**src/design/hrhp_pkg.sv**
```systemverilog
`default_nettype none
package hrhp_pkg;

  // target counter width and register width of the length limit
  localparam int TARGET_COUNT_BITS = 16;
  localparam int LIMIT_BITS        = 16;
  localparam int CMP_W = ((TARGET_COUNT_BITS > LIMIT_BITS) ? TARGET_COUNT_BITS : LIMIT_BITS) + 1;

  localparam int QUEUE_DEPTH = 2;
  localparam int QPTR_W      = (QUEUE_DEPTH > 1) ? $clog2(QUEUE_DEPTH) : 1;
  localparam int QCNT_W      = $clog2(QUEUE_DEPTH + 1);

  // parse phases
  localparam logic [3:0] PH_METHOD = 4'd0;
  localparam logic [3:0] PH_TARGET = 4'd1;
  localparam logic [3:0] PH_PROTO  = 4'd2;
  localparam logic [3:0] PH_LSTART = 4'd3;
  localparam logic [3:0] PH_HNAME  = 4'd4;
  localparam logic [3:0] PH_HOWS   = 4'd5;
  localparam logic [3:0] PH_HVALUE = 4'd6;
  localparam logic [3:0] PH_HSKIP  = 4'd7;
  localparam logic [3:0] PH_HLF    = 4'd8;
  localparam logic [3:0] PH_ENDLF  = 4'd9;
  localparam logic [3:0] PH_DONE   = 4'd10;

  // status codes
  localparam logic [2:0] ST_RUN        = 3'd0;
  localparam logic [2:0] ST_OK         = 3'd1;
  localparam logic [2:0] ST_BAD        = 3'd2;
  localparam logic [2:0] ST_NOTIMPL    = 3'd3;
  localparam logic [2:0] ST_LONG       = 3'd4;
  localparam logic [2:0] ST_VERSION    = 3'd5;
  localparam logic [2:0] ST_INCOMPLETE = 3'd6;

  // byte classes
  localparam logic [2:0] CL_METHOD = 3'd0;
  localparam logic [2:0] CL_TARGET = 3'd1;
  localparam logic [2:0] CL_PROTO  = 3'd2;
  localparam logic [2:0] CL_NAME   = 3'd3;
  localparam logic [2:0] CL_VALUE  = 3'd4;
  localparam logic [2:0] CL_DELIM  = 3'd5;

  // method codes
  localparam logic [1:0] MC_NONE = 2'd0;
  localparam logic [1:0] MC_GET  = 2'd1;
  localparam logic [1:0] MC_HEAD = 2'd2;
  localparam logic [1:0] MC_POST = 2'd3;

  // register addresses
  localparam logic [1:0] ADDR_MAX_TARGET_LEN = 2'd0;
  localparam logic [LIMIT_BITS-1:0] MAX_TARGET_LEN_RESET = 16'd2048;

  localparam logic [7:0] CH_SP    = 8'h20;
  localparam logic [7:0] CH_CR    = 8'h0d;
  localparam logic [7:0] CH_LF    = 8'h0a;
  localparam logic [7:0] CH_COLON = 8'h3a;

  typedef struct packed {
    logic [7:0] raw;
    logic [7:0] lower;
    logic       first;
    logic       last;
    logic       is_sp;
    logic       is_cr;
    logic       is_lf;
    logic       is_colon;
  } hrhp_item_t;

  typedef struct packed {
    logic              full;
    logic              empty;
    logic [QCNT_W-1:0] count;
  } hrhp_qstat_t;

  // m is the method index (GET, HEAD, POST), p the position within its text
  function automatic logic [7:0] method_char(input logic [1:0] m, input logic [2:0] p);
    logic [7:0] c;
    c = 8'h00;
    unique case (m)
      2'd0: begin
        unique case (p)
          3'd0: c = "G";
          3'd1: c = "E";
          3'd2: c = "T";
          3'd3: c = " ";
          default: c = 8'h00;
        endcase
      end
      2'd1: begin
        unique case (p)
          3'd0: c = "H";
          3'd1: c = "E";
          3'd2: c = "A";
          3'd3: c = "D";
          3'd4: c = " ";
          default: c = 8'h00;
        endcase
      end
      2'd2: begin
        unique case (p)
          3'd0: c = "P";
          3'd1: c = "O";
          3'd2: c = "S";
          3'd3: c = "T";
          3'd4: c = " ";
          default: c = 8'h00;
        endcase
      end
      default: c = 8'h00;
    endcase
    return c;
  endfunction

  function automatic logic [4:0] method_len(input logic [1:0] m);
    return (m == 2'd0) ? 5'd4 : 5'd5;
  endfunction

  function automatic logic [7:0] proto_char(input logic [3:0] p);
    logic [7:0] c;
    c = 8'h00;
    unique case (p)
      4'd0: c = "H";
      4'd1: c = "T";
      4'd2: c = "T";
      4'd3: c = "P";
      4'd4: c = "/";
      4'd5: c = "1";
      4'd6: c = ".";
      4'd7: c = "1";
      4'd8: c = CH_CR;
      4'd9: c = CH_LF;
      default: c = 8'h00;
    endcase
    return c;
  endfunction

endpackage
`default_nettype wire

```
**src/design/http_request_head_parser.sv**
```systemverilog
`default_nettype none
// Channel   Direction  Payload
// in_       slave      tdata[7:0] data_byte, tuser first_byte, tlast last_byte
// out_      master     tdata byte_out, byte_class, method_code, status; tlast head_done
// cfg_      APB slave  0x0 max_target_len[15:0]
//
// One byte per cycle sustained while out_tready is high; each byte is registered
// in the queue after the classifier, then in the output register by the parser.
// The parser state updates on each popped byte; throughput is set by that loop.
// A two-entry queue between classifier and parser lets either side stall alone;
// in_tready drops only when the queue is full.
// Synchronous active-low reset clears queue and parser, sets the limit to 2048.
module http_request_head_parser (
  input  wire logic        clk,
  input  wire logic        rst_n,
  input  wire logic        in_tvalid,
  output logic             in_tready,
  input  wire logic [7:0]  in_tdata,   // [7:0] data_byte
  input  wire logic        in_tuser,   // [0] first_byte
  input  wire logic        in_tlast,
  output logic             out_tvalid,
  input  wire logic        out_tready,
  output logic [15:0]      out_tdata,  // [7:0] byte_out, [10:8] byte_class,
                                       // [12:11] method_code, [15:13] status
  output logic             out_tlast,
  input  wire logic        cfg_psel,
  input  wire logic        cfg_penable,
  input  wire logic        cfg_pwrite,
  input  wire logic [1:0]  cfg_paddr,
  input  wire logic [31:0] cfg_pwdata,
  output logic [31:0]      cfg_prdata,
  output logic             cfg_pready
);
  import hrhp_pkg::*;

  logic [LIMIT_BITS-1:0] max_len_r;
  hrhp_item_t            push_item, head_item;
  hrhp_qstat_t           qstat;
  logic                  push, pop;

  assign cfg_pready = 1'b1;
  assign cfg_prdata = (cfg_paddr == ADDR_MAX_TARGET_LEN) ? {16'd0, max_len_r} : 32'd0;

  always_ff @(posedge clk) begin
    if (!rst_n) begin
      max_len_r <= MAX_TARGET_LEN_RESET;
    end else if (cfg_psel && cfg_penable && cfg_pwrite && cfg_pready
                 && (cfg_paddr == ADDR_MAX_TARGET_LEN)) begin
      max_len_r <= cfg_pwdata[LIMIT_BITS-1:0];
    end
  end

  hrhp_front u_front (
    .in_tvalid (in_tvalid),
    .in_tdata  (in_tdata),
    .in_tuser  (in_tuser),
    .in_tlast  (in_tlast),
    .q_full    (qstat.full),
    .in_tready (in_tready),
    .push      (push),
    .item      (push_item)
  );

  hrhp_queue u_queue (
    .clk       (clk),
    .rst_n     (rst_n),
    .push      (push),
    .push_item (push_item),
    .pop       (pop),
    .head_item (head_item),
    .stat      (qstat)
  );

  hrhp_back u_back (
    .clk            (clk),
    .rst_n          (rst_n),
    .item           (head_item),
    .item_valid     (!qstat.empty),
    .max_target_len (max_len_r),
    .pop            (pop),
    .out_tready     (out_tready),
    .out_tvalid     (out_tvalid),
    .out_tdata      (out_tdata),
    .out_tlast      (out_tlast)
  );

  a_qcount_bound: assert property (@(posedge clk) disable iff (!rst_n)
    qstat.count <= QCNT_W'(QUEUE_DEPTH))
    else $error("queue count above depth");

  a_queue_drains: assert property (@(posedge clk) disable iff (!rst_n)
    (!qstat.empty && !out_tvalid) |=> out_tvalid)
    else $error("queued byte not moved to output");

  a_done_has_status: assert property (@(posedge clk) disable iff (!rst_n)
    (out_tvalid && out_tlast) |-> (out_tdata[15:13] != ST_RUN))
    else $error("head end without final status");

  a_full_stalls_input: assert property (@(posedge clk) disable iff (!rst_n)
    (qstat.full && !pop) |=> !qstat.empty)
    else $error("full queue lost an entry");

endmodule
`default_nettype wire

```
**src/design/hrhp_front.sv**
```systemverilog
`default_nettype none
module hrhp_front (
  input  wire logic              in_tvalid,
  input  wire logic [7:0]        in_tdata,
  input  wire logic              in_tuser,
  input  wire logic              in_tlast,
  input  wire logic              q_full,
  output logic                   in_tready,
  output logic                   push,
  output hrhp_pkg::hrhp_item_t   item
);
  import hrhp_pkg::*;

  assign in_tready = !q_full;
  assign push      = in_tvalid && !q_full;

  always_comb begin
    item.raw      = in_tdata;
    item.lower    = ((in_tdata >= 8'h41) && (in_tdata <= 8'h5a)) ? (in_tdata + 8'h20) : in_tdata;
    item.first    = in_tuser;
    item.last     = in_tlast;
    item.is_sp    = (in_tdata == CH_SP);
    item.is_cr    = (in_tdata == CH_CR);
    item.is_lf    = (in_tdata == CH_LF);
    item.is_colon = (in_tdata == CH_COLON);
  end

endmodule
`default_nettype wire

```
**src/design/hrhp_queue.sv**
```systemverilog
`default_nettype none
module hrhp_queue (
  input  wire logic                 clk,
  input  wire logic                 rst_n,
  input  wire logic                 push,
  input  wire hrhp_pkg::hrhp_item_t push_item,
  input  wire logic                 pop,
  output hrhp_pkg::hrhp_item_t      head_item,
  output hrhp_pkg::hrhp_qstat_t     stat
);
  import hrhp_pkg::*;

  hrhp_item_t        mem_r [QUEUE_DEPTH];
  logic [QPTR_W-1:0] wr_ptr_r, wr_ptr_nxt;
  logic [QPTR_W-1:0] rd_ptr_r, rd_ptr_nxt;
  logic [QCNT_W-1:0] cnt_r, cnt_nxt;
  logic              do_push, do_pop;

  assign stat.full  = (cnt_r == QCNT_W'(QUEUE_DEPTH));
  assign stat.empty = (cnt_r == '0);
  assign stat.count = cnt_r;
  assign head_item  = mem_r[rd_ptr_r];

  assign do_push = push && !stat.full;
  assign do_pop  = pop && !stat.empty;

  always_comb begin
    wr_ptr_nxt = wr_ptr_r;
    rd_ptr_nxt = rd_ptr_r;
    cnt_nxt    = cnt_r;
    if (do_push) begin
      wr_ptr_nxt = (wr_ptr_r == QPTR_W'(QUEUE_DEPTH - 1)) ? '0 : wr_ptr_r + QPTR_W'(1);
    end
    if (do_pop) begin
      rd_ptr_nxt = (rd_ptr_r == QPTR_W'(QUEUE_DEPTH - 1)) ? '0 : rd_ptr_r + QPTR_W'(1);
    end
    if (do_push && !do_pop) begin
      cnt_nxt = cnt_r + QCNT_W'(1);
    end else if (do_pop && !do_push) begin
      cnt_nxt = cnt_r - QCNT_W'(1);
    end
  end

  always_ff @(posedge clk) begin
    if (!rst_n) begin
      wr_ptr_r <= '0;
      rd_ptr_r <= '0;
      cnt_r    <= '0;
    end else begin
      wr_ptr_r <= wr_ptr_nxt;
      rd_ptr_r <= rd_ptr_nxt;
      cnt_r    <= cnt_nxt;
    end
  end

  always_ff @(posedge clk) begin
    if (do_push) begin
      mem_r[wr_ptr_r] <= push_item;
    end
  end

endmodule
`default_nettype wire

```
**src/design/hrhp_back.sv**
```systemverilog
`default_nettype none
module hrhp_back (
  input  wire logic                              clk,
  input  wire logic                              rst_n,
  input  wire hrhp_pkg::hrhp_item_t              item,
  input  wire logic                              item_valid,
  input  wire logic [hrhp_pkg::LIMIT_BITS-1:0]   max_target_len,
  output logic                                   pop,
  input  wire logic                              out_tready,
  output logic                                   out_tvalid,
  output logic [15:0]                            out_tdata,
  output logic                                   out_tlast
);
  import hrhp_pkg::*;

  logic [3:0]                   phase_r, phase_nxt;
  logic [3:0]                   pos_r, pos_nxt;
  logic [1:0]                   meth_r, meth_nxt;
  logic [TARGET_COUNT_BITS-1:0] tlen_r, tlen_nxt;
  logic [2:0]                   fstat_r, fstat_nxt;

  logic                         out_valid_r;
  logic [15:0]                  out_data_r;
  logic                         out_last_r;

  logic [3:0]                   ph_c, pos_c;
  logic [1:0]                   meth_c, m_idx;
  logic [TARGET_COUNT_BITS-1:0] tlen_c;
  logic [2:0]                   fst_c;
  logic                         was_done, done;
  logic [2:0]                   cls, res_status;
  logic [1:0]                   res_method;
  logic [7:0]                   outb;
  logic [TARGET_COUNT_BITS:0]   tl_inc;
  logic                         too_long;
  logic [4:0]                   pos_inc;

  // advance the parser when a byte is queued and the output is free or draining
  assign pop = item_valid && (!out_valid_r || out_tready);

  assign m_idx    = meth_c - 2'd1;
  assign pos_inc  = {1'b0, pos_c} + 5'd1;
  assign tl_inc   = {1'b0, tlen_c} + {{TARGET_COUNT_BITS{1'b0}}, 1'b1};
  assign too_long = (CMP_W'(tl_inc) > CMP_W'(max_target_len)) || (&tlen_c);

  always_comb begin
    // a first byte restarts the parse before it is looked at
    ph_c   = item.first ? PH_METHOD : phase_r;
    pos_c  = item.first ? 4'd0      : pos_r;
    meth_c = item.first ? MC_NONE   : meth_r;
    tlen_c = item.first ? '0        : tlen_r;
    fst_c  = item.first ? ST_RUN    : fstat_r;

    phase_nxt = ph_c;
    pos_nxt   = pos_c;
    meth_nxt  = meth_c;
    tlen_nxt  = tlen_c;
    fstat_nxt = fst_c;
    cls       = CL_DELIM;
    outb      = item.raw;
    done      = 1'b0;
    was_done  = (ph_c >= PH_DONE);

    if (!was_done) begin
      unique case (ph_c)
        PH_METHOD: begin
          if (pos_c == 4'd0) begin
            if (item.raw == "G") begin
              meth_nxt = MC_GET;
            end else if (item.raw == "H") begin
              meth_nxt = MC_HEAD;
            end else if (item.raw == "P") begin
              meth_nxt = MC_POST;
            end else begin
              meth_nxt = MC_NONE;
            end
            if (meth_nxt == MC_NONE) begin
              fstat_nxt = ST_NOTIMPL;
              phase_nxt = PH_DONE;
            end else begin
              cls     = CL_METHOD;
              pos_nxt = 4'd1;
            end
          end else if ((m_idx == 2'd3) || (pos_c > 4'd4)
                       || (item.raw != method_char(m_idx, pos_c[2:0]))) begin
            meth_nxt  = MC_NONE;
            fstat_nxt = ST_NOTIMPL;
            phase_nxt = PH_DONE;
          end else if (pos_inc >= method_len(m_idx)) begin
            phase_nxt = PH_TARGET;
            pos_nxt   = 4'd0;
          end else begin
            cls     = CL_METHOD;
            pos_nxt = pos_inc[3:0];
          end
        end
        PH_TARGET: begin
          if (item.is_sp) begin
            if (tlen_c == '0) begin
              fstat_nxt = ST_BAD;
              phase_nxt = PH_DONE;
            end else begin
              phase_nxt = PH_PROTO;
              pos_nxt   = 4'd0;
            end
          end else if (too_long) begin
            fstat_nxt = ST_LONG;
            phase_nxt = PH_DONE;
          end else begin
            tlen_nxt = tl_inc[TARGET_COUNT_BITS-1:0];
            cls      = CL_TARGET;
          end
        end
        PH_PROTO: begin
          if ((pos_c > 4'd9) || (item.raw != proto_char(pos_c))) begin
            fstat_nxt = ST_VERSION;
            phase_nxt = PH_DONE;
          end else begin
            cls = (pos_c < 4'd8) ? CL_PROTO : CL_DELIM;
            if (pos_c == 4'd9) begin
              phase_nxt = PH_LSTART;
              pos_nxt   = 4'd0;
            end else begin
              pos_nxt = pos_inc[3:0];
            end
          end
        end
        PH_LSTART: begin
          if (item.is_cr) begin
            phase_nxt = PH_ENDLF;
          end else if (item.is_colon) begin
            phase_nxt = PH_HOWS;
          end else begin
            cls       = CL_NAME;
            outb      = item.lower;
            phase_nxt = PH_HNAME;
          end
        end
        PH_HNAME: begin
          if (item.is_cr) begin
            fstat_nxt = ST_BAD;
            phase_nxt = PH_DONE;
          end else if (item.is_colon) begin
            phase_nxt = PH_HOWS;
          end else begin
            cls  = CL_NAME;
            outb = item.lower;
          end
        end
        PH_HOWS, PH_HVALUE: begin
          if (item.is_cr) begin
            phase_nxt = PH_HLF;
          end else if (item.is_sp) begin
            if (ph_c == PH_HVALUE) begin
              phase_nxt = PH_HSKIP;
            end
          end else begin
            cls       = CL_VALUE;
            outb      = item.lower;
            phase_nxt = PH_HVALUE;
          end
        end
        PH_HSKIP: begin
          if (item.is_cr) begin
            phase_nxt = PH_HLF;
          end
        end
        PH_HLF: begin
          if (item.is_lf) begin
            phase_nxt = PH_LSTART;
          end else begin
            fstat_nxt = ST_BAD;
            phase_nxt = PH_DONE;
          end
        end
        PH_ENDLF: begin
          fstat_nxt = item.is_lf ? ST_OK : ST_BAD;
          phase_nxt = PH_DONE;
        end
        default: begin
          phase_nxt = PH_DONE;
        end
      endcase

      if (phase_nxt == PH_DONE) begin
        done = 1'b1;
      end else if (item.last) begin
        // message ran out before the head ended
        unique case (phase_nxt)
          PH_METHOD: fstat_nxt = ST_BAD;
          PH_TARGET: fstat_nxt = (tlen_nxt == '0) ? ST_INCOMPLETE : ST_BAD;
          PH_PROTO:  fstat_nxt = ST_VERSION;
          PH_ENDLF:  fstat_nxt = ST_BAD;
          default:   fstat_nxt = ST_INCOMPLETE;
        endcase
        if (phase_nxt == PH_METHOD) begin
          meth_nxt = MC_NONE;
        end
        phase_nxt = PH_DONE;
        done      = 1'b1;
      end
    end

    res_method = (phase_nxt == PH_METHOD) ? MC_NONE : meth_nxt;
    res_status = (was_done || done) ? fstat_nxt : ST_RUN;
  end

  always_ff @(posedge clk) begin
    if (!rst_n) begin
      phase_r     <= PH_METHOD;
      pos_r       <= 4'd0;
      meth_r      <= MC_NONE;
      tlen_r      <= '0;
      fstat_r     <= ST_RUN;
      out_valid_r <= 1'b0;
    end else begin
      if (pop) begin
        phase_r <= phase_nxt;
        pos_r   <= pos_nxt;
        meth_r  <= meth_nxt;
        tlen_r  <= tlen_nxt;
        fstat_r <= fstat_nxt;
      end
      if (pop) begin
        out_valid_r <= 1'b1;
      end else if (out_tready) begin
        out_valid_r <= 1'b0;
      end
    end
  end

  always_ff @(posedge clk) begin
    if (pop) begin
      out_data_r <= {res_status, res_method, cls, outb};
      out_last_r <= done;
    end
  end

  assign out_tvalid = out_valid_r;
  assign out_tdata  = out_data_r;
  assign out_tlast  = out_last_r;

endmodule
`default_nettype wire
```
**config.mk**
```make
export PLATFORM = sky130hd
export DESIGN_NAME = http_request_head_parser
export DESIGN_NICKNAME = d
export VERILOG_FILES = /design/src/design/hrhp_pkg.sv /design/src/design/http_request_head_parser.sv /design/src/design/hrhp_front.sv /design/src/design/hrhp_queue.sv /design/src/design/hrhp_back.sv
export SDC_FILE = /design/constraint.sdc
export NUM_CORES = 1
export LEC_CHECK = 0
export BUFFER_PORTS_ARGS = -buffer_cell sky130_fd_sc_hd__buf_2
export CAP_MARGIN = 40
export CORE_UTILIZATION = 40
export CTS_CLUSTER_DIAMETER = 200
export CTS_CLUSTER_SIZE = 14
export DETAILED_ROUTE_END_ITERATION = 16
export HOLD_SLACK_MARGIN = 0.08
export MAX_ROUTING_LAYER = met4
export PLACE_DENSITY = 0.59
export SYNTH_ARGS = -nofsm -noshare
export SYNTH_HDL_FRONTEND = slang
export SYNTH_SLANG_ARGS = --single-unit
```
**constraint.sdc**
```tcl
create_clock -name clk -period 11.45 [get_ports clk]
set_input_delay 0.5725 -clock clk [delete_from_list [all_inputs] [get_ports clk]]
set_output_delay 0.5725 -clock clk [all_outputs]
set_load 0.01 [all_outputs]
```
==> results of run 1 <==
## layout make-up
type / instances / area [um^2] / share of cell area (%)
multi-input cells: 676 / 4094 / 52.72
flip-flops and latches: 102 / 2552 / 32.87
repair buffers: 80 / 435.4 / 5.607
well taps: 225 / 281.5 / 3.626
clock buffers: 10 / 229.0 / 2.949
inverters: 32 / 120.1 / 1.547
clock inverters: 6 / 52.55 / 0.6768
## worst max-delay path: stages (launching register included)
cell                       delay, ps
sky130_fd_sc_hd__dfxtp_1         310
sky130_fd_sc_hd__buf_4           370
sky130_fd_sc_hd__mux2i_4         470
sky130_fd_sc_hd__nand2_1         160
sky130_fd_sc_hd__inv_1           140
sky130_fd_sc_hd__ha_1            360
sky130_fd_sc_hd__nand4_1         220
sky130_fd_sc_hd__nor3_1          650
sky130_fd_sc_hd__nand3_1         220
sky130_fd_sc_hd__xor2_1          220
sky130_fd_sc_hd__nor2_1           70
sky130_fd_sc_hd__ha_1            300
sky130_fd_sc_hd__and4_1          190
sky130_fd_sc_hd__a32o_1          270
sky130_fd_sc_hd__o221ai_1        380
sky130_fd_sc_hd__nand3_1         360
sky130_fd_sc_hd__nor2_1          230
sky130_fd_sc_hd__mux2i_1         110
sky130_fd_sc_hd__or4_1           550
sky130_fd_sc_hd__o31ai_2         240
sky130_fd_sc_hd__and3b_1         190
## flip-flops by register name (all words and copies together) (netlist names), 2 cells and up, named ones only
signal	cells
u_back.out_tdata	16
max_len_r	16
u_queue.mem_r	34
u_back.tlen_r	16
u_back.phase_r	4
u_back.meth_r	2
u_back.pos_r	4
u_queue.cnt_r	2
u_back.fstat_r	3
## worst max-delay path by stage
stage	endpoint	slack (ps)
after floorplan	u_back.out_tdata[15]	5490
after global placement	u_back.out_tdata[15]	5440
after detailed placement	u_back.out_tdata[15]	5390
after CTS	u_back.out_tdata[15]	5350
after global routing	u_back.out_tdata[15]	4860
final	u_back.out_tdata[15]	5280
## kinds of logic after synthesis
logic type | after synthesis | synth area share [%]
AOI/OAI and AO/OA | 225 | 20.28
xor gates and xnor gates | 29 | 3.580
DFF | 102 | 35.97
adders and majority gates | 21 | 3.703
other | 2 | 0.1058
muxes | 26 | 4.426
buffers and inverters | 111 | 7.300
and+or+nand+nor | 358 | 24.63
## layer usage
metal,wire length [um],vias to the layer above
met2,7961,158
li1,-,3188
met1,9472,3003
met5,0,-
met3,718,19
met4,312,0
## through the flow
step	area, um^2	cells	power (uW)	worst slack (ps)	util (%)
finish	7765	1131	1403	5279	44.89
global route	7765	1131	1490	4858	44.89
CTS	7765	1131	1405	5351	44.89
detailed placement	7483	1115	1101	5393	43.27
global placement	7468	1114	1099	5435	43.18
floorplan	7152	889	944.7	5486	-
## placed cells by master (no fill, tap or decap), types with 5 or more instances in the layout
| cell type | instances |
|---|---|
| sky130_fd_sc_hd__ha_1 | 21 |
| sky130_fd_sc_hd__xor2_1 | 15 |
| sky130_fd_sc_hd__conb_1 | 17 |
| sky130_fd_sc_hd__clkbuf_16 | 9 |
| sky130_fd_sc_hd__edfxtp_1 | 51 |
| sky130_fd_sc_hd__dfxtp_1 | 51 |
| sky130_fd_sc_hd__or3_1 | 7 |
| sky130_fd_sc_hd__and2_1 | 8 |
| sky130_fd_sc_hd__nand2_1 | 100 |
| sky130_fd_sc_hd__o21ai_0 | 48 |
| sky130_fd_sc_hd__and3_1 | 8 |
| sky130_fd_sc_hd__nand2b_1 | 15 |
| sky130_fd_sc_hd__a31oi_1 | 9 |
| sky130_fd_sc_hd__and4_1 | 6 |
| sky130_fd_sc_hd__o211ai_1 | 7 |
| sky130_fd_sc_hd__buf_4 | 10 |
| sky130_fd_sc_hd__nor4_1 | 10 |
| sky130_fd_sc_hd__buf_2 | 69 |
| sky130_fd_sc_hd__nor2_1 | 94 |
| sky130_fd_sc_hd__o22ai_1 | 5 |
| sky130_fd_sc_hd__nand3b_1 | 5 |
| sky130_fd_sc_hd__nor3_1 | 30 |
| sky130_fd_sc_hd__a211oi_1 | 12 |
| sky130_fd_sc_hd__a22oi_1 | 10 |
| sky130_fd_sc_hd__or2_2 | 6 |
| sky130_fd_sc_hd__nand4_1 | 13 |
| sky130_fd_sc_hd__inv_1 | 30 |
| sky130_fd_sc_hd__mux2_2 | 7 |
| sky130_fd_sc_hd__a21oi_1 | 75 |
| sky130_fd_sc_hd__nand3_1 | 30 |
| sky130_fd_sc_hd__mux2i_1 | 13 |
| sky130_fd_sc_hd__nor2b_1 | 7 |
| sky130_fd_sc_hd__xnor2_1 | 14 |
## power by group
| group | internal [uW] | switching [uW] |
|---|---|---|
| registers | 468 | 61.1 |
| logic | 208 | 365 |
| clock network | 152 | 149 |
| total | 828 | 575 |
==> metrics.log, run 1 <==
[metrics] number of placed I/O pins: 103
[metrics] Mean Syn Cell Area: approximately 8.1 um^2
[metrics] GRT Total Usage: between 20% and 30%
[metrics] maximum fanout encountered on the critical timing path: 25
[metrics] Die ar.: between 15,000 and 20,000 um^2
[metrics] met1 track utilization from global routing: 30.94%
[metrics] number of storage elements in the synthesis netlist: 102
[metrics] die height: 135.2 um
[metrics] data arrival at the endpoint of the critical path: 6400 ps
[metrics] global routing usage on met2: 31.00%
[metrics] TNS Setup: 0 ps
[metrics] count of cells resized by post-cts repair: 0
[metrics] Async S/R FF share, synth: 0%
[metrics] Worst Tran Pin Value: 772.8 ps
[metrics] Worst Reg2Reg Path Length in Cells: 20
[metrics] antenna violations before repair: 0
[metrics] pwr/cell area: ~180 nW/um^2
[metrics] share of post-route cells with drive strength above 1: between 10% and 20%
[metrics] count of hold-fix buffers inserted at cts: 0
[metrics] count of antenna-violating nets left after detailed routing: 0
[metrics] worst min path class: input pin to flip-flop
[metrics] endpoint of the worst-slack reg-to-reg timing path: u_back.out_tdata[15]
[metrics] CTS max path bufs: 2
[metrics] CTS Buf Count: 9
[metrics] setup repair after global routing missed its margin: false
[metrics] sort of element at the start of the critical path: flip-flop
[metrics] worst slew margin relative to its limit: 48.08%
[metrics] Leakage Power: between 0.002 and 0.003 uW
[metrics] global-route wire length before repair: 29,940 um
[metrics] number of inserted diodes: 0
[metrics] buffers inserted by post-CTS timing repair: 0
[metrics] Slew Viols, Final: 0
[metrics] Port Buffer Count: 69
[metrics] weighted congestion reported at the end of routability-driven placement: 0.8631
[metrics] clock tree from TritonCTS: built
[metrics] Horiz. Die Dim: roughly 140 um
[metrics] Synth top cells by count: sky130_fd_sc_hd__nand2_1 (100), sky130_fd_sc_hd__nor2_1 (94), sky130_fd_sc_hd__a21oi_1 (75)
[metrics] prevailing post-synth register cell: sky130_fd_sc_hd__edfxtp_1
[metrics] Final setup viols: 0
[metrics] cell with the most instances after synthesis: sky130_fd_sc_hd__nand2_1
[metrics] worst vdd rail ir drop: ~0.00012 V
[metrics] Final min period: slightly above 6000 ps
[metrics] via count: 6,368
[metrics] CTS Sinks: about 100
[metrics] largest net degree at the start of global routing: 52
[metrics] Area contributors post-synth: sky130_fd_sc_hd__edfxtp_1 (22%), sky130_fd_sc_hd__dfxtp_1 (14%), sky130_fd_sc_hd__a21oi_1 (5.3%)
[metrics] count of unique library cells instantiated by Yosys: 86
[metrics] Crit path required time: between 10,000 and 15,000 ps
[metrics] number of nets in the layout: 973
[metrics] Starting Density: between 40% and 50%
[metrics] Hold Crit Depth: 1
[metrics] number of failing hold endpoints at the final stage: 0
[metrics] Synth Cell Area: 7096 um^2
[metrics] CTS H-tree depth: 3
[metrics] Iteration-0 DRC Markers: 500
[metrics] count of unresolved DRC violations after routing: 0
[metrics] kind of end point of the critical path: flip-flop
[metrics] standard-cell row count: 48
[metrics] final critical-path share of the clock period: 53.89%
[metrics] via count of the first global-routing pass: 5,749
[metrics] area fraction of the dominant cell type after synthesis: between 20% and 30%
[metrics] startpoint of the lowest-slack hold path: in_tlast
[metrics] Pre-antenna DRT Iters: 5
[metrics] HPWL after detailed placement: roughly 13,000 um
[metrics] Fin Clk Skew: slightly above 8 ps
[metrics] Synth warnings: 0
[metrics] cell accounting for the most synthesized area: sky130_fd_sc_hd__edfxtp_1
[metrics] path type of the worst setup path: flip-flop to flip-flop
[metrics] root buffer selected by CTS: sky130_fd_sc_hd__clkbuf_16
[metrics] remaining global-route overflow: 0
[metrics] detail-routed via count per cell: 5.630
[metrics] outcome: complete, no violations
[metrics] layer carrying the most global-route usage: met2
[metrics] Post-synth EDFFs: slightly above 50
[metrics] synthesized instance count: between 800 and 900
[metrics] total of fill cells in the finished design: 1,760
[metrics] top achievable clock speed: roughly 0.16 GHz
[metrics] smallest hold slack: between 400 and 500 ps
[metrics] count of maximum capacitance violations: 0
[metrics] final WL: 18,460 um
[metrics] clock insertion delay at the later pin of the skew report: between 300 and 400 ps
[metrics] average wire per standard cell: around 16 um
[metrics] endpoint of the worst hold path: u_queue.mem_r[1][4]
[metrics] setup slack of the most critical reg-to-reg path: between 5000 and 6000 ps
[metrics] clock transition at the registers of the reported paths: roughly 70 ps
[metrics] share of the yosys chip area belonging to registers: roughly 36%
[metrics] met3 capacity usage during global routing: under 10%
[metrics] Core Box Area: 17,300 um^2
[metrics] Area growth syn-to-layout: 9.434%
Power figures use the tool's default switching activity.
==> run 2: changes to the inputs <==
- PLACE_DENSITY: 0.59 -> 0.62
- clock period: 11.45 -> 5.6 ns (I/O delays scaled with it)
==> run 2 against run 1 <==
Effect of this change: combinational power rose by 100%; via count rose by 1.3%; clock power rose by 120%; non-clock buffer count rose by 3; hold slack got worse by 290 ps; die area did not move; critical path type unchanged; total power rose by 110%; worst setup slack got worse by 4900 ps; global-route usage fell by 0.51 points; maximum frequency rose by 18%; first-iteration DRC count rose by 7.6%.
==> metrics.log, run 2 (synthesis gave the netlist of run 1 again) <==
[metrics] final design area excluding fillers: 7818 um^2 (+0.68%)
[metrics] weighted congestion reported at the end of routability-driven placement: 0.8629 (about the same)
[metrics] worst vdd rail ir drop: 0.0001963 V (+64%)
[metrics] CP max-delay cell: sky130_fd_sc_hd__or4_1
[metrics] Sw Pwr: 1188 uW (+110%)
[metrics] CTS max path bufs: 2 (unchanged)
[metrics] post-placement cell area: 7506 um^2 (+0.30%)
[metrics] top achievable clock speed: 0.1904 GHz (+18%)
[metrics] buffers inserted by post-CTS timing repair: 0 (unchanged)
[metrics] Horiz. Die Dim: 135.2 um (unchanged)
[metrics] global-route wire length before repair: 29,440 um (-1.7%)
[metrics] data arrival at the endpoint of the critical path: 5480 ps (-920 ps)
[metrics] most common cell after layout, fill and taps aside: sky130_fd_sc_hd__nand2_1
[metrics] final WL: 18,270 um (-1.0%)
[metrics] final design utilization: 45.20% (+0.30 points)
[metrics] CTS H-tree depth: 3 (unchanged)
[metrics] Clock Power Share: 23.1% (+1.7 points)
[metrics] clock insertion delay at the later pin of the skew report: 360 ps (about the same)
[metrics] pwr/cell area: 374.1 nW/um^2 (+110%)
[metrics] remaining global-route overflow: 0 (unchanged)
[metrics] Leakage Power: 0.002802 uW (+1.1%)
[metrics] Area growth syn-to-layout: 10.17%
[metrics] GRT Total Usage: 20.96% (-0.51 points)
[metrics] Pre-antenna DRT Iters: 5 (unchanged)
[metrics] sequential group share of total power: 37.0% (-0.7 points)
[metrics] Crit path required time: 5830 ps (-5850 ps)
[metrics] number of failing hold endpoints at the final stage: 0 (unchanged)
[metrics] root buffer selected by CTS: sky130_fd_sc_hd__clkbuf_16
[metrics] maximum fanout encountered on the critical timing path: 9 (-64%)
[metrics] area of the multi-input gates: 4101 um^2 (+0.18%)
[metrics] antenna violations before repair: 0 (unchanged)
[metrics] sort of element at the start of the critical path: flip-flop
[metrics] Final setup viols: 0 (unchanged)
[metrics] number of placed I/O pins: 103 (unchanged)
[metrics] detail-routed via count per cell: 5.690 (+1.1%)
[metrics] number of nets in the layout: 976 (+0.31%)
[metrics] count of hold-fix buffers inserted at cts: 0 (unchanged)
[metrics] fraction of power spent switching nets: 40.62% (-0.39 points)
[metrics] path type of the worst setup path: flip-flop to flip-flop
[metrics] worst min path class: input pin to flip-flop
[metrics] final cell count without fillers: 1,134 (+0.27%)
[metrics] share of post-route cells with drive strength above 1: 14.41% (+0.61 points)
[metrics] Combinational Power Share: 40.0% (-0.9 points)
[metrics] kind of cell with the highest combined delay on the critical path: simple AND/OR/NAND/NOR gates
[metrics] flip-flop count of the largest register, all copies and words added: 34 (unchanged)
[metrics] commonest cells after routing, fill and taps aside: sky130_fd_sc_hd__nand2_1 (100), sky130_fd_sc_hd__nor2_1 (93), sky130_fd_sc_hd__a21oi_1 (75)
[metrics] outcome: complete, no violations
[metrics] CTS Buf Count: 9 (unchanged)
[metrics] standard-cell row count: 48 (unchanged)
[metrics] largest net degree at the start of global routing: 48 (-7.7%)
[metrics] number of inserted diodes: 0 (unchanged)
[metrics] via count: 6,453 (+1.3%)
[metrics] Die ar.: 18,280 um^2 (unchanged)
[metrics] Core Box Area: 17,300 um^2 (unchanged)
[metrics] setup repair after global routing missed its margin: false
[metrics] buffering stage count on the worst path with inverters included: 1 (-1)
[metrics] Critical Path Most Common Cell: sky130_fd_sc_hd__nand3_1
[metrics] total of fill cells in the finished design: 1,736 (-1.4%)
[metrics] Iteration-0 DRC Markers: 538 (+7.6%)
[metrics] Final min period: 5251 ps (-919.8 ps)
[metrics] TNS Setup: 0 ps (unchanged)
[metrics] Port Buffer Count: 69 (unchanged)
[metrics] clock tree from TritonCTS: built
[metrics] Slew Viols, Final: 0 (unchanged)
[metrics] count of unresolved DRC violations after routing: 0 (unchanged)
[metrics] critical-path cell list: mux2i_4 -> nand2_1 -> inv_1 -> ha_1 -> nand4_1 -> nor3_2 -> nand3_1 -> xor2_1 -> nor2_1 -> ha_1 -> and4_1 -> nand3_1 -> a31oi_1 -> o221ai_1 -> nand3_1 -> nor2_1 -> or4_1 -> or4_1 -> o31ai_2 -> and3b_1
[metrics] register with the most flip-flops: u_queue.mem_r
[metrics] Internal Power: 1737 uW (+110%)
[metrics] count of antenna-violating nets left after detailed routing: 0 (unchanged)
[metrics] Worst Tran Pin Value: 862.2 ps (+89.41 ps)
[metrics] Starting Density: 41.02% (unchanged)
[metrics] kind of end point of the critical path: flip-flop
[metrics] CTS Sinks: 102 (unchanged)
[metrics] Fin Clk Skew: 10.81 ps (+2.553 ps)
[metrics] largest stage delay on the critical path: 510 ps (-140 ps)
[metrics] average wire per standard cell: 16.11 um (-1.3%)
[metrics] die height: 135.2 um (unchanged)
[metrics] final critical-path share of the clock period: 93.77% (+40 points)
[metrics] count of cells resized by post-cts repair: 0 (unchanged)
[metrics] FF+latch area: 2552 um^2 (unchanged)
[metrics] worst slew margin relative to its limit: 41.91% (-6.2 points)
[metrics] count of maximum capacitance violations: 0 (unchanged)
[metrics] via count of the first global-routing pass: 5,569 (-3.1%)
[metrics] HPWL after detailed placement: 12,880 um (-0.20%)
[metrics] clock transition at the registers of the reported paths: 70 ps (about the same)
[metrics] placed cell count: 1,118 (+0.27%)
## run 2: changes by cell type in the layout (fill, tap and decap cells not counted), sizes merged
cell,change
buf,+3
bufinv,+1
clkbuf,-1
clkinv,+1
clkinvlp,-1
## run 2: power groups by stage
| stage | Combinational [uW] | Sequential (uW) | Clock (uW) |
|---|---|---|---|
| 2_1_floorplan | 877 | 1060 | 0 |
| 3_3_place_gp | 1150 | 1090 | 0 |
| 3_5_place_dp | 1150 | 1100 | 0 |
| 4_1_cts | 1160 | 1080 | 683 |
| 5_1_grt | 1290 | 1100 | 717 |
| 6_report | 1170 | 1080 | 674 |
## run 2: final timing paths
check | cells past startpoint | end | start | slack [ps]
max | 20 | u_back.out_tdata[15] | flip-flop | 350
min | 1 | u_queue.mem_r[0][5] | in_tuser | 110
max reg2reg | 20 | u_back.out_tdata[15] | flip-flop | 350
min reg2reg | 2 | max_len_r[1] | max_len_r[1] | 460
## run 2: final cells by class
class	count	share of cell area (%)
multi-input combinational	676	52.46
sequential	102	32.65
timing repair buffer	83	5.762
tap	225	3.601
clock buffer	9	2.881
inverter	32	1.536
clock inverter	7	1.104
## run 2: metal layers
metal	global-route usage [%]	routed length [um]	up-vias	part of all wire, %
met2	30.17	8022	218	44
li1	-	-	3195	-
met4	4.432	146	0	0.80
met3	3.666	1048	10	5.7
met5	-	0	-	0
met1	30.44	9054	3030	50
## run 2: metrics by stage
step	hold WS (ps)	setup slack, ps	total power [uW]
floorplan	368.9	60.41	1933
global placement	442.9	653.3	2244
detailed placement	447.0	437.5	2247
CTS	103.5	405.6	2919
global route	95.61	40.45	3102
finish	110.7	348.9	2924
==> run 3: changes to the inputs <==
- CTS_BUF_LIST: unset -> sky130_fd_sc_hd__clkbuf_4
- PLACE_DENSITY: 0.62 -> 0.57
- clock period: 5.6 -> 5.75 ns (I/O delays scaled with it)
==> run 3 against run 2 <==
Effect of this change: cell count is 2.4% higher; clock power is 43% lower; critical path type unchanged; first-iteration DRC count is 7.2% lower; hold slack worse by 1.4 ps; non-clock buffer count is 26 higher; register-to-register slack better by 50 ps; clock-buffer cell count stayed put; critical endpoint unchanged.
==> metrics.log, run 3 (synthesis gave the netlist of run 1 again) <==
[metrics] smallest hold slack: 109.3 ps (-1.387 ps)
[metrics] Crit path required time: 6120 ps (+290 ps)
[metrics] Combinational Power Share: 44.4% (+4.4 points)
[metrics] Final min period: 5349 ps (+98.35 ps)
[metrics] detail-routed via count per cell: 5.570 (-2.1%)
[metrics] worst path setup slack after routing: 400.5 ps (+51.65 ps)
[metrics] number of nets in the layout: 1,002 (+2.7%)
[metrics] number of placed I/O pins: 103 (unchanged)
[metrics] Critical Path Most Common Cell: sky130_fd_sc_hd__nor2_1
[metrics] clock transition at the registers of the reported paths: 180 ps (+110 ps)
[metrics] top achievable clock speed: 0.1869 GHz (-1.8%)
[metrics] placed cell count: 1,116 (-0.18%)
[metrics] largest net degree at the start of global routing: 48 (unchanged)
[metrics] final cell count without fillers: 1,161 (+2.4%)
[metrics] CTS Sinks: 102 (unchanged)
[metrics] kind of end point of the critical path: flip-flop
[metrics] setup repair after global routing missed its margin: false
[metrics] sort of element at the start of the critical path: flip-flop
[metrics] setup slack at placement: 529.0 ps (+91.54 ps)
[metrics] root buffer selected by CTS: sky130_fd_sc_hd__clkbuf_4
[metrics] data arrival at the endpoint of the critical path: 5720 ps (+240 ps)
[metrics] outcome: complete, no violations
[metrics] HPWL after detailed placement: 13,350 um (+3.6%)
[metrics] Worst Tran Pin Value: 841.9 ps (-20.32 ps)
[metrics] Internal Power: 1453 uW (-16%)
[metrics] Starting Density: 41.02% (unchanged)
[metrics] path type of the worst setup path: flip-flop to flip-flop
[metrics] die height: 135.2 um (unchanged)
[metrics] number of failing hold endpoints at the final stage: 0 (unchanged)
[metrics] Core Box Area: 17,300 um^2 (unchanged)
[metrics] via count: 6,467 (+0.22%)
[metrics] Die ar.: 18,280 um^2 (unchanged)
[metrics] standard-cell row count: 48 (unchanged)
[metrics] buffers inserted by post-CTS timing repair: 0 (unchanged)
[metrics] clock insertion delay at the later pin of the skew report: 510 ps (+150 ps)
[metrics] Iteration-0 DRC Markers: 499 (-7.2%)
[metrics] Area growth syn-to-layout: 11.50%
[metrics] Leakage Power: 0.002833 uW (+1.1%)
[metrics] final design area excluding fillers: 7911 um^2 (+1.2%)
[metrics] CTS H-tree depth: 3 (unchanged)
[metrics] Pre-antenna DRT Iters: 5 (unchanged)
[metrics] pwr/cell area: 327.6 nW/um^2 (-12%)
[metrics] worst slew margin relative to its limit: 43.44% (+1.5 points)
[metrics] Clock Power Share: 14.9% (-8.2 points)
[metrics] via count of the first global-routing pass: 5,749 (+3.2%)
[metrics] Slew Viols, Final: 0 (unchanged)
[metrics] commonest cells after routing, fill and taps aside: sky130_fd_sc_hd__nand2_1 (100), sky130_fd_sc_hd__nor2_1 (94), sky130_fd_sc_hd__a21oi_1 (75)
[metrics] CTS Buf Count: 9 (unchanged)
[metrics] global-route wire length before repair: 30,920 um (+5.0%)
[metrics] flip-flop count of the largest register, all copies and words added: 34 (unchanged)
[metrics] count of maximum capacitance violations: 0 (unchanged)
[metrics] antenna violations before repair: 1 (+1)
[metrics] final critical-path share of the clock period: 93.03% (-0.74 points)
[metrics] Horiz. Die Dim: 135.2 um (unchanged)
[metrics] critical-path cell list: mux2i_4 -> nand2_1 -> inv_1 -> ha_1 -> nand4_1 -> nor2_1 -> nand3_1 -> xor2_1 -> nor2_1 -> ha_1 -> a21oi_1 -> o2111ai_1 -> a32o_1 -> o221ai_1 -> nand3_1 -> nor2_1 -> mux2i_1 -> or4_1 -> o31ai_2 -> and3b_1
[metrics] remaining global-route overflow: 0 (unchanged)
[metrics] Sw Pwr: 1139 uW (-4.1%)
[metrics] largest stage delay on the critical path: 560 ps (+50 ps)
[metrics] CP max-delay cell: sky130_fd_sc_hd__or4_1
[metrics] average wire per standard cell: 16.33 um (+1.3%)
[metrics] count of unresolved DRC violations after routing: 0 (unchanged)
[metrics] worst vdd rail ir drop: 0.0002486 V (+27%)
[metrics] clock tree from TritonCTS: built
[metrics] TNS Setup: 0 ps (unchanged)
[metrics] final WL: 18,960 um (+3.7%)
[metrics] Port Buffer Count: 69 (unchanged)
[metrics] GRT Total Usage: 22.17% (+1.2 points)
[metrics] register with the most flip-flops: u_queue.mem_r
[metrics] maximum fanout encountered on the critical timing path: 9 (unchanged)
[metrics] weighted congestion reported at the end of routability-driven placement: 0.8517 (-1.3%)
[metrics] worst min path class: input pin to flip-flop
[metrics] CTS max path bufs: 2 (unchanged)
[metrics] Fin Clk Skew: 28.75 ps (+17.94 ps)
[metrics] share of post-route cells with drive strength above 1: 13.69% (-0.72 points)
[metrics] fraction of power spent switching nets: 43.93% (+3.3 points)
[metrics] sequential group share of total power: 40.7% (+3.7 points)
[metrics] Final setup viols: 0 (unchanged)
[metrics] count of antenna-violating nets left after detailed routing: 0 (unchanged)
[metrics] post-placement cell area: 7488 um^2 (-0.23%)
[metrics] most common cell after layout, fill and taps aside: sky130_fd_sc_hd__nand2_1
## run 3: changes by cell type in the layout (fill, tap and decap cells not counted), sizes merged
| cell | delta |
|---|---|
| clkinvlp | -1 |
| diode | +1 |
| dlygate4sd3 | +28 |
| buf | -2 |
| clkinv | +2 |
| bufinv | -1 |
## run 3: layer usage
layer	routed length (um)	GRT usage (%)	share of wire (%)	up-vias
met5	0	-	0	-
met2	8301	31.77	44	169
met1	9540	32.20	50	3034
met4	307	7.491	1.6	0
li1	-	-	-	3245
met3	808	2.432	4.3	19
## run 3: critical path, delay by kind of cell (launching register included)
kind | cells | cell delay, ps
buffers and inverters | 1 | 150
multiplexers | 2 | 400
AO/OA/AOI/OAI | 5 | 1100
AND/OR/NAND/NOR | 9 | 2450
adder cells (fa/ha/maj) | 2 | 520
flip-flops | 1 | 430
XOR/XNOR | 1 | 160
## run 3: stage by stage
step	util, %	total power (uW)
after floorplan	-	1883
after global placement	43.29	2187
after detailed placement	43.29	2191
after CTS	45.72	2597
after global routing	45.74	2773
final	45.74	2592
## run 3: final timing paths
| kind | start | cells after the start | endpoint | slack, ps |
|---|---|---|---|---|
| worst max-delay path | flip-flop | 20 | u_back.out_tdata[15] | 400 |
| worst min-delay path | rst_n | 2 | u_back.fstat_r[0] | 110 |
| worst max register to register | flip-flop | 20 | u_back.out_tdata[15] | 400 |
| worst min register to register | max_len_r[5] | 2 | max_len_r[5] | 470 |
## run 3: what timing repair did
action	CTS	global route
hold buffers	28	0
gates resized for setup	0	0
hold endpoints to repair	39	0
## run 3: area by class of cell
cell class	instances	area (um^2)
Fill cell	1765	9385
Timing Repair Buffer	109	715.7
Clock buffer	9	67.56
Antenna cell	1	2.502
Clock inverter	7	72.57
Tap cell	225	281.5
Sequential cell	102	2552
Inverter	32	120.1
Multi-Input combinational cell	676	4099
## run 3: power groups by stage
stage / sequential [uW] / combinational (uW) / clock [uW]
after global placement: 1070 / 1120 / 0
after CTS: 1050 / 1140 / 402
after global routing: 1070 / 1270 / 426
final: 1060 / 1150 / 386
after detailed placement: 1070 / 1120 / 0
after floorplan: 1030 / 854 / 0
